<file path="src/hdl/emstd_pkg.sv">
package emstd_pkg;

    // Number of telegram bytes the deframer holds before it flags overflow.
    localparam int BUFFER_BYTES = 128;

    // Width of the per-frame byte counter, able to hold BUFFER_BYTES itself.
    localparam int CNT_W = $clog2(BUFFER_BYTES + 1);

    localparam int BYTE_W = 8;
    localparam int LEN_W  = 7;
    localparam int LEN_MAX = (1 << LEN_W) - 1;

    // CRC feedback taps applied when the top bit shifts out.
    localparam logic [BYTE_W-1:0] CRC_POLY = 8'h19;

    typedef enum logic [1:0] {
        KIND_POLL     = 2'd0,
        KIND_OK       = 2'd1,
        KIND_BAD      = 2'd2,
        KIND_OVERFLOW = 2'd3
    } frame_kind_t;

    // Action codes of the receive channel.
    localparam logic ACT_DATA  = 1'b0;
    localparam logic ACT_BREAK = 1'b1;

    typedef struct packed {
        logic              action;
        logic [BYTE_W-1:0] rx_byte;
    } rx_item_t;

    typedef struct packed {
        frame_kind_t       frame_kind;
        logic [BYTE_W-1:0] first_byte;
        logic [LEN_W-1:0]  frame_length;
        logic [BYTE_W-1:0] computed_crc;
        logic [BYTE_W-1:0] received_crc;
    } frame_result_t;

    // One CRC step: shift left, fold in the polynomial on carry, add the byte.
    function automatic logic [BYTE_W-1:0] crc_fold(input logic [BYTE_W-1:0] crc,
                                                   input logic [BYTE_W-1:0] data);
        logic [BYTE_W-1:0] shifted;
        begin
            shifted = {crc[BYTE_W-2:0], 1'b0};
            if (crc[BYTE_W-1]) begin
                shifted = shifted ^ CRC_POLY;
            end
            return shifted ^ data;
        end
    endfunction

endpackage

</file>
<file path="src/hdl/emstd_frame_track.sv">
module emstd_frame_track
    import emstd_pkg::*;
(
    input  logic          aclk,
    input  logic          aresetn,
    input  logic          item_fire,
    input  rx_item_t      item,
    output logic          result_valid,
    output frame_result_t result
);

    localparam int MAX_W = (CNT_W > LEN_W) ? CNT_W : LEN_W;

    logic [CNT_W-1:0]  byte_count_reg,  byte_count_next;
    logic [BYTE_W-1:0] crc_running_reg, crc_running_next;
    logic [BYTE_W-1:0] older_byte_reg,  older_byte_next;
    logic [BYTE_W-1:0] newer_byte_reg,  newer_byte_next;
    logic [BYTE_W-1:0] head_byte_reg,   head_byte_next;
    logic              overflowed_reg,  overflowed_next;

    logic [MAX_W-1:0]  tlen_wide;
    logic [LEN_W-1:0]  tlen;
    logic              is_break;

    assign is_break = (item.action == ACT_BREAK);

    always_comb begin
        tlen_wide = MAX_W'(byte_count_reg) - MAX_W'(1);
        if (tlen_wide > MAX_W'(LEN_MAX)) begin
            tlen = LEN_W'(LEN_MAX);
        end else begin
            tlen = tlen_wide[LEN_W-1:0];
        end
    end

    always_comb begin
        byte_count_next  = byte_count_reg;
        crc_running_next = crc_running_reg;
        older_byte_next  = older_byte_reg;
        newer_byte_next  = newer_byte_reg;
        head_byte_next   = head_byte_reg;
        overflowed_next  = overflowed_reg;

        result_valid        = 1'b0;
        result.frame_kind   = KIND_POLL;
        result.first_byte   = head_byte_reg;
        result.frame_length = '0;
        result.computed_crc = '0;
        result.received_crc = '0;

        if (item_fire) begin
            if (!is_break) begin
                if (byte_count_reg >= CNT_W'(BUFFER_BYTES)) begin
                    overflowed_next = 1'b1;
                end else begin
                    if (byte_count_reg == '0) begin
                        head_byte_next = item.rx_byte;
                    end
                    if (byte_count_reg >= CNT_W'(2)) begin
                        crc_running_next = crc_fold(crc_running_reg, older_byte_reg);
                    end
                    older_byte_next = newer_byte_reg;
                    newer_byte_next = item.rx_byte;
                    byte_count_next = byte_count_reg + CNT_W'(1);
                end
            end else begin
                if (overflowed_reg) begin
                    result_valid      = 1'b1;
                    result.frame_kind = KIND_OVERFLOW;
                end else if (byte_count_reg == CNT_W'(2)) begin
                    result_valid        = 1'b1;
                    result.frame_kind   = KIND_POLL;
                    result.frame_length = LEN_W'(1);
                end else if (byte_count_reg > CNT_W'(2)) begin
                    result_valid        = 1'b1;
                    result.frame_kind   = (crc_running_reg == older_byte_reg) ?
                                          KIND_OK : KIND_BAD;
                    result.frame_length = tlen;
                    result.computed_crc = crc_running_reg;
                    result.received_crc = older_byte_reg;
                end
                // Every break starts a fresh frame.
                byte_count_next  = '0;
                crc_running_next = '0;
                older_byte_next  = '0;
                newer_byte_next  = '0;
                head_byte_next   = '0;
                overflowed_next  = 1'b0;
            end
        end
    end

    always_ff @(posedge aclk) begin
        if (!aresetn) begin
            byte_count_reg  <= '0;
            crc_running_reg <= '0;
            older_byte_reg  <= '0;
            newer_byte_reg  <= '0;
            head_byte_reg   <= '0;
            overflowed_reg  <= 1'b0;
        end else begin
            byte_count_reg  <= byte_count_next;
            crc_running_reg <= crc_running_next;
            older_byte_reg  <= older_byte_next;
            newer_byte_reg  <= newer_byte_next;
            head_byte_reg   <= head_byte_next;
            overflowed_reg  <= overflowed_next;
        end
    end

    // The counter never runs past the buffer size.
    a_count_bound: assert property (@(posedge aclk) disable iff (!aresetn)
        byte_count_reg <= CNT_W'(BUFFER_BYTES))
        else $error("byte counter exceeded buffer size");

    // Overflow can only be flagged once the buffer is full.
    a_ovf_full: assert property (@(posedge aclk) disable iff (!aresetn)
        overflowed_reg |-> (byte_count_reg == CNT_W'(BUFFER_BYTES)))
        else $error("overflow flagged with buffer not full");

    // A break always leaves the tracker cleared.
    a_break_clear: assert property (@(posedge aclk) disable iff (!aresetn)
        (item_fire && is_break) |=> (byte_count_reg == '0 && !overflowed_reg))
        else $error("frame state not cleared after break");

endmodule

</file>
<file path="src/hdl/ems_telegram_deframer_crc_check_unit.sv">
// Bus telegram deframer with CRC check. Each input transaction on s_data is one UART
// receive event: a data byte (action 0) or a break (action 1). A break closes the frame;
// the byte just before it is the break's null character and is dropped, and the bytes
// before that form the telegram. A one-byte telegram is reported as a poll, a longer one
// as CRC ok or bad, with the 8-bit CRC (polynomial 0x19) run over all telegram bytes but
// the last and compared with that last byte. Frames longer than BUFFER_BYTES report an
// overflow; a break after zero or one byte produces nothing. Data bytes never produce a
// result transaction. The CRC is folded in as bytes arrive through a two-byte delay
// line, so no frame buffer is kept. Throughput is one input transaction per clock cycle
// while s_ready is high: each transaction costs a single CRC step between the frame
// state registers and the result register. A result appears on m_data in the cycle
// after the break is accepted and is held in that register until taken; s_ready stays
// high while the result register is empty or is being emptied in the same cycle.
module ems_telegram_deframer_crc_check_unit
    import emstd_pkg::*;
(
    input  logic          aclk,
    input  logic          aresetn,
    input  logic          s_valid,
    output logic          s_ready,
    input  rx_item_t      s_data,
    output logic          m_valid,
    input  logic          m_ready,
    output frame_result_t m_data
);

    logic          s_fire;
    logic          res_valid;
    frame_result_t res;

    logic          m_valid_reg, m_valid_next;
    frame_result_t m_data_reg;

    // Accept whenever the result slot is free or drains this cycle.
    assign s_ready = !m_valid_reg || m_ready;
    assign s_fire  = s_valid && s_ready;

    emstd_frame_track u_track (
        .aclk         (aclk),
        .aresetn      (aresetn),
        .item_fire    (s_fire),
        .item         (s_data),
        .result_valid (res_valid),
        .result       (res)
    );

    always_comb begin
        m_valid_next = m_valid_reg && !m_ready;
        if (res_valid) begin
            m_valid_next = 1'b1;
        end
    end

    always_ff @(posedge aclk) begin
        if (!aresetn) begin
            m_valid_reg <= 1'b0;
        end else begin
            m_valid_reg <= m_valid_next;
        end
    end

    // The payload register needs no reset; it loads only with a new result.
    always_ff @(posedge aclk) begin
        if (res_valid) begin
            m_data_reg <= res;
        end
    end

    assign m_valid = m_valid_reg;
    assign m_data  = m_data_reg;

    // A fresh result only follows an accepted break.
    a_res_after_break: assert property (@(posedge aclk) disable iff (!aresetn)
        (m_valid_reg && !$past(m_valid_reg)) |->
            ($past(s_fire) && $past(s_data.action) == ACT_BREAK))
        else $error("result without a preceding break");

    // A poll carries a length of one and zero CRC fields.
    a_poll_fields: assert property (@(posedge aclk) disable iff (!aresetn)
        (m_valid_reg && m_data_reg.frame_kind == KIND_POLL) |->
            (m_data_reg.frame_length == LEN_W'(1) && m_data_reg.computed_crc == '0 &&
             m_data_reg.received_crc == '0))
        else $error("poll result with nonzero fields");

    // An ok verdict means the two CRC fields agree, a bad one that they differ.
    a_crc_verdict: assert property (@(posedge aclk) disable iff (!aresetn)
        (m_valid_reg && (m_data_reg.frame_kind == KIND_OK ||
                         m_data_reg.frame_kind == KIND_BAD)) |->
            ((m_data_reg.computed_crc == m_data_reg.received_crc) ==
             (m_data_reg.frame_kind == KIND_OK)))
        else $error("CRC verdict inconsistent with CRC fields");

    // An overflow report carries zero length.
    a_ovf_len: assert property (@(posedge aclk) disable iff (!aresetn)
        (m_valid_reg && m_data_reg.frame_kind == KIND_OVERFLOW) |->
            (m_data_reg.frame_length == '0))
        else $error("overflow result with nonzero length");

endmodule
</file>
<file path="config.mk">
export PLATFORM = sky130hd
export DESIGN_NAME = ems_telegram_deframer_crc_check_unit
export DESIGN_NICKNAME = d
export VERILOG_FILES = /design/src/hdl/emstd_pkg.sv /design/src/hdl/emstd_frame_track.sv /design/src/hdl/ems_telegram_deframer_crc_check_unit.sv
export SDC_FILE = /design/constraint.sdc
export NUM_CORES = 1
export LEC_CHECK = 0
export BUFFER_PORTS_ARGS = -buffer_cell sky130_fd_sc_hd__clkbuf_2
export CORE_ASPECT_RATIO = 0.9
export CORE_UTILIZATION = 43
export CTS_CLUSTER_DIAMETER = 40
export CTS_CLUSTER_SIZE = 20
export DETAILED_ROUTE_END_ITERATION = 6
export GPL_ROUTABILITY_DRIVEN = 0
export HOLD_SLACK_MARGIN = 0.08
export SLEW_MARGIN = 40
export SYNTH_ARGS = -nofsm -noshare
export SYNTH_HDL_FRONTEND = slang
export SYNTH_SLANG_ARGS = --single-unit
</file>
<file path="constraint.sdc">
create_clock -name aclk -period 6.1 [get_ports aclk]
set_clock_uncertainty 0.15 [all_clocks]
set_input_delay 1.22 -clock aclk [delete_from_list [all_inputs] [get_ports aclk]]
set_output_delay 1.22 -clock aclk [all_outputs]
set_load 0.01 [all_outputs]
</file>
==> results of run 1 <==
## worst paths after layout
| check | cells after the start | endpoint | slack (ns) |
|---|---|---|---|
| setup / recovery | 4 | s_ready | 2.82 |
| hold / removal | 0 | m_data[30]$_DFFE_PP_ | 0.31 |
| setup reg to reg | 5 | u_track.crc_running_reg[3]$_SDFFE_PN0P_ | 3.85 |
| hold reg to reg | 0 | m_data[30]$_DFFE_PP_ | 0.31 |
## layout by cell type (no fill, tap or decap), drive strengths merged, types with 5 or more instances in the layout
| master | n |
|---|---|
| a21oi | 7 |
| edfxtp | 33 |
| a22o | 8 |
| nand2 | 8 |
| nor2 | 9 |
| nand3 | 13 |
| dfxtp | 42 |
| o211ai | 8 |
| inv | 9 |
| nand4 | 22 |
| and2 | 16 |
| clkbuf | 56 |
| a21boi | 7 |
| nor3 | 7 |
| xor2 | 9 |
| xnor2 | 17 |
| a22oi | 17 |
| or3 | 5 |
| nor2b | 19 |
## worst max-delay path: stages
cell and delay [ns]:
clkbuf_2 0.08, nor2b_2 0.27, inv_1 0.17, clkbuf_2 0.16
## per-stage QoR
step,setup WS (ns),utilization (%),power [mW],cell area [um2],instances
after floorplan,2.17,-,0.586,3340,297
after global placement,2.86,47.5,0.602,3580,419
after detailed placement,2.84,48.0,0.604,3620,422
after CTS,2.84,51.0,1.02,3850,438
after global routing,2.75,51.0,1.05,3850,438
final,2.82,51.0,1.01,3850,438
## final cells by class
| cell class | count | area (um2) |
|---|---|---|
| clock buffer | 9 | 124 |
| clock inverter | 7 | 97.6 |
| fill | 718 | 3700 |
| inverter | 6 | 22.5 |
| multi-input combinational | 195 | 1380 |
| sequential | 75 | 1830 |
| tap | 96 | 120 |
| timing repair buffer | 50 | 269 |
## power groups by stage
stage	clock network [mW]	logic (mW)	registers, mW
6_report	0.422	0.0570	0.536
5_1_grt	0.452	0.0633	0.537
4_1_cts	0.432	0.0574	0.536
3_5_place_dp	0	0.0572	0.547
3_3_place_gp	0	0.0548	0.547
2_1_floorplan	0	0.0396	0.547
## kinds of logic after synthesis
family / count (synthesis) / synth area share, %
simple gates: 108 / 19.6
flops: 75 / 54.8
compound gates: 57 / 12.9
buf+inv: 27 / 4.34
xor+xnor: 26 / 6.82
fa+ha+maj: 4 / 1.50
## routing by layer
metal	GRT usage (%)	wire (um)	vias up	part of all wire, %
met5	0	0	-	0
met4	7.85	115	0	1.8
met3	3.19	228	9	3.6
met2	23.8	2740	41	44
met1	23.8	3220	1110	51
li1	-	-	1175	-
==> flow_metrics.py, run 1 <==
metrics = {
    "clock_network": {
        "cts_tree": "built",
        "clk_latency_ns": 0.35,
        "clock_sinks": 75,
        "clkTransAtPathRegs_ns": 0.08,
        "cts_buffer_depth": 2,
        "postCtsSetupBuffers": 0,
        "ctsResizeCount": 0,
        "cts_buffers": 9,
        "ctsHtreeMaxLevel": 3,
        "hold_buffers": 0,
        "root_buffer": "clkbuf_8",
    },
    "flow_run": {
        "drv_cap": 0,
    },
    "power": {
        "p_seq_share_pct": 52.8,
        "power_frac_clock_pct": 41.6,
        "p_leak_nw": 1.39,
        "p_int_mw": 0.783,
        "combPwrFrac_pct": 5.6,
        "p_switching_mw": 0.232,
        "swShare_pct": 22.8,
        "p_per_area_nw_per_um2": 264,
        "ir_drop_uv": 159,
    },
    "synthesis": {
        "synth-edff-count": 33,
        "synthArstFlopShare_pct": 0,
        "yosysMostFrequentCell": "dfxtp_1",
        "ys_seq_area_share_pct": 54.8,
        "synth_seq_cells": 75,
        "netlist_top_cells_count": "dfxtp_1, edfxtp_1, nand4_1, nor2b_1",
        "synth_area_per_cell_um2": 11.2,
        "synthDistinctLibCells": 42,
        "syn_inst": 297,
        "synth_ff_type": "dfxtp_1",
        "syn_area_um2": 3340,
        "yosys-top-cells-area": "edfxtp_1, dfxtp_1, xnor2_1",
        "synthesis.nets": 314,
        "ys_warn_count": 0,
        "synth_top_area_share_pct": 29.7,
        "synth_top_cell_by_area": "edfxtp_1",
    },
    "setup_path": {
        "path_max_fanout": 6,
        "timing.rr.start": "u_track.byte_count_reg[0]$_SDFFE_PN0P_",
        "startpoint_type": "input port",
        "cp.arrival_ns": 1.91,
        "end_kind": "output port",
        "path_class": "input port to output port",
        "cp.required_ns": 4.73,
        "startpoint": "m_ready",
    },
    "place": {
        "portBuffers": 47,
        "hpwl_um": 4470,
    },
    "worst_hold_path": {
        "hp-class": "register to register",
        "min_from": "u_track.head_byte_reg[7]$_SDFFE_PN0P_",
    },
    "global_routing": {
        "overflow": 0,
        "grt_pass1_vias": 2076,
        "grt_first_pass_wirelength_um": 10300,
        "antenna_found_initial": 0,
        "grt_max_degree": 47,
        "grt.total_usage_pct": 16.5,
    },
    "timing": {
        "fin_crit_ns": 3.28,
        "drv_slew": 0,
        "finalCritPeriodShare_pct": 53.9,
        "setup_viol": 0,
        "worst_hold_slack_ns": 0.315,
        "max_freq_mhz": 304,
        "worstMarginPinSlew_ns": 0.762,
        "rsz0062_at_grt": "false",
        "slew_headroom_pct": 49.2,
        "setup-tns-final_ns": 0,
        "hold_violations": 0,
    },
    "die": {
        "rows": 30,
        "dieHeight_um": 85.6,
        "die_x_um": 94.9,
        "ios": 48,
        "initial_core_util_pct": 44.3,
        "die_area_um2": 8130,
        "core_um2": 7540,
    },
    "drt": {
        "postRouteAntennaNets": 0,
        "drtPass1Iterations": 4,
        "num_vias": 2335,
        "totalWireLength_um": 6310,
        "routed_via_density": 5.33,
        "drt_iter0_markers": 138,
        "post_drt_wl_per_cell_um": 14.4,
        "drcViolationCount": 0,
    },
    "final_layout": {
        "drive_gt1_share_pct": 22.2,
        "areaGrowthSynthToFinish_pct": 15.2,
        "largest_reg_flops": 33,
        "nNetsFinal": 354,
        "antennaDiodeCount": 0,
    },
    "outcome": {
        "outcome": "finished, final reports clean",
    },
}
No activity file was read; power rests on OpenSTA's default activity.
==> inputs of run 2 (changes only) <==
==> constraint.sdc (replaced) <==
create_clock -name aclk -period 3.3 [get_ports aclk]
set_clock_uncertainty 0.15 [all_clocks]
set_input_delay 0.66 -clock aclk [delete_from_list [all_inputs] [get_ports aclk]]
set_output_delay 0.66 -clock aclk [all_outputs]
set_load 0.01 [all_outputs]
==> run 2 against run 1 <==
Effect of this change: worst setup slack got worse by 1.8 ns; core utilization is 0.45 points lower; sequential power grew 85%; clock-buffer cell count stayed put; clock power grew 68%; critical path depth unchanged; routed wire length increased by 6.0%; non-clock buffer count unchanged; sequential share of layout area grew 0.42 points; register-to-register slack lost 2.8 ns.
==> flow_metrics.py, run 2 (same netlist as run 1, synthesis figures left out) <==
metrics = {
    "worst_hold_path": {
        "hp-class": "register to register",
        "min_delay_path_depth": 0,
        "min_from": "u_track.head_byte_reg[2]$_SDFFE_PN0P_",
        "hold-path-endpoint": "m_data[25]$_DFFE_PP_",
    },
    "clock_network": {
        "clock_sinks": 75,
        "ctsHtreeMaxLevel": 3,
        "cts_buffers": 9,
        "cts_buffer_depth": 2,
        "clkTransAtPathRegs_ns": 0.08,
        "ctsResizeCount": 0,
        "postCtsSetupBuffers": 0,
        "root_buffer": "clkbuf_8",
        "hold_buffers": 0,
        "clk_latency_ns": 0.34,
        "cts_tree": "built",
    },
    "power": {
        "swShare_pct": 24.1,
        "p_per_area_nw_per_um2": 474,
        "ir_drop_uv": 240,
        "power_frac_clock_pct": 39.3,
        "p_switching_mw": 0.435,
        "p_leak_nw": 1.38,
        "combPwrFrac_pct": 5.9,
        "p_int_mw": 1.37,
        "p_seq_share_pct": 54.8,
        "design_power_total_mw": 1.81,
    },
    "timing": {
        "drv_slew": 0,
        "slew_headroom_pct": 45.9,
        "max_freq_mhz": 443,
        "finalCritPeriodShare_pct": 68.5,
        "hold_violations": 0,
        "setup_viol": 0,
        "fin_crit_ns": 2.26,
        "worstMarginPinSlew_ns": 0.811,
        "rsz0062_at_grt": "false",
        "worst_hold_slack_ns": 0.313,
        "setup-tns-final_ns": 0,
        "fin_ws_ns": 1.04,
    },
    "place": {
        "place_inst": 422,
        "post-place-ws_ns": 0.713,
        "portBuffers": 47,
        "hpwl_um": 4540,
        "place_area_um2": 3620,
    },
    "global_routing": {
        "grt_first_pass_wirelength_um": 11000,
        "grt.total_usage_pct": 17.9,
        "antenna_found_initial": 0,
        "overflow": 0,
        "grt_pass1_vias": 2156,
        "grt_max_degree": 47,
    },
    "setup_path": {
        "end_kind": "register",
        "reg2reg_to": "m_data[17]$_SDFFCE_PP0P_",
        "startpoint_type": "register",
        "r2r_slack_ns": 1.04,
        "cp.arrival_ns": 2.13,
        "cp_num_buf_inv": 1,
        "path_max_fanout": 25,
        "worst_path_dominant_cell_family": "flip-flops",
        "ff2ff_path_depth": 4,
        "cp_slowest_cell": "dfxtp_1",
        "cp.required_ns": 3.17,
        "critical_path.max_stage_delay_ns": 0.61,
        "path_class": "register to register",
        "cp_cell_sequence": "ha_1 -> nor3_1 -> a21oi_4 -> buf_4",
        "timing.rr.start": "u_track.byte_count_reg[1]$_SDFFE_PN0P_",
    },
    "final_layout": {
        "finish.utilization_pct": 50.6,
        "largest_reg_flops": 33,
        "nNetsFinal": 354,
        "layout_common_cells": "clkbuf_2, dfxtp_1, edfxtp_1",
        "drive_gt1_share_pct": 21.9,
        "areaGrowthSynthToFinish_pct": 14.2,
        "antennaDiodeCount": 0,
        "layout_commonest_cell": "clkbuf_2",
        "fin_cells": 438,
        "final_cell_area_um2": 3810,
    },
    "die": {
        "die_area_um2": 8130,
        "initial_core_util_pct": 44.3,
        "core_um2": 7540,
        "ios": 48,
        "dieHeight_um": 85.6,
        "rows": 30,
        "die_x_um": 94.9,
    },
    "drt": {
        "num_vias": 2381,
        "post_drt_wl_per_cell_um": 15.3,
        "drtPass1Iterations": 4,
        "postRouteAntennaNets": 0,
        "drcViolationCount": 0,
        "drt_iter0_markers": 122,
        "routed_via_density": 5.44,
        "totalWireLength_um": 6690,
    },
    "flow_run": {
        "drv_cap": 0,
    },
    "outcome": {
        "outcome": "finished, final reports clean",
    },
}
## run 2: worst max path at each step
stage / slack, ns / to / startpoint / depth (start not counted)
3_3_place_gp: 0.67 / m_data[21]$_SDFFCE_PP0P_ / m_ready / 6
3_5_place_dp: 0.71 / m_data[14]$_SDFFCE_PP0P_ / m_ready / 6
4_1_cts: 1.04 / m_data[20]$_SDFFCE_PP0P_ / m_valid$_SDFF_PN0_ / 5
2_1_floorplan: 0.68 / m_data[0]$_SDFFCE_PP0P_ / m_ready / 4
5_1_grt: 0.81 / m_data[18]$_SDFFCE_PP0P_ / u_track.byte_count_reg[0]$_SDFFE_PN0P_ / 6
6_report: 1.04 / m_data[17]$_SDFFCE_PP0P_ / u_track.byte_count_reg[1]$_SDFFE_PN0P_ / 4
## run 2: layout make-up
cell class                 instances  area [um2]
fill                             709        3730
clock inverter                     7        75.1
timing repair buffer              50         258
tap                               96         120
clock buffer                       9         124
sequential                        75        1830
inverter                           6        22.5
multi-input combinational        195        1380
## run 2: worst reg2reg max path: cells and delay by family, from the launching register on
| family | cells | cell delay [ns] |
|---|---|---|
| flops | 1 | 0.61 |
| compound gates | 1 | 0.39 |
| fa+ha+maj | 1 | 0.30 |
| simple gates | 1 | 0.09 |
| buf+inv | 1 | 0.39 |
## run 2: per-layer routing
layer	share of wire [%]	up-vias	GRT usage (%)
li1	-	1168	-
met1	51	1149	26.8
met2	42	53	24.9
met3	4.5	11	3.01
met4	2.0	0	8.54
met5	0	-	0
## run 2: power by group through the flow
stage / clock network, mW / logic [mW] / registers [mW]
2_1_floorplan: 0 / 0.0736 / 1.01
3_3_place_gp: 0 / 0.106 / 1.01
3_5_place_dp: 0 / 0.108 / 1.01
4_1_cts: 0.727 / 0.108 / 0.990
5_1_grt: 0.764 / 0.119 / 0.992
6_report: 0.711 / 0.108 / 0.990
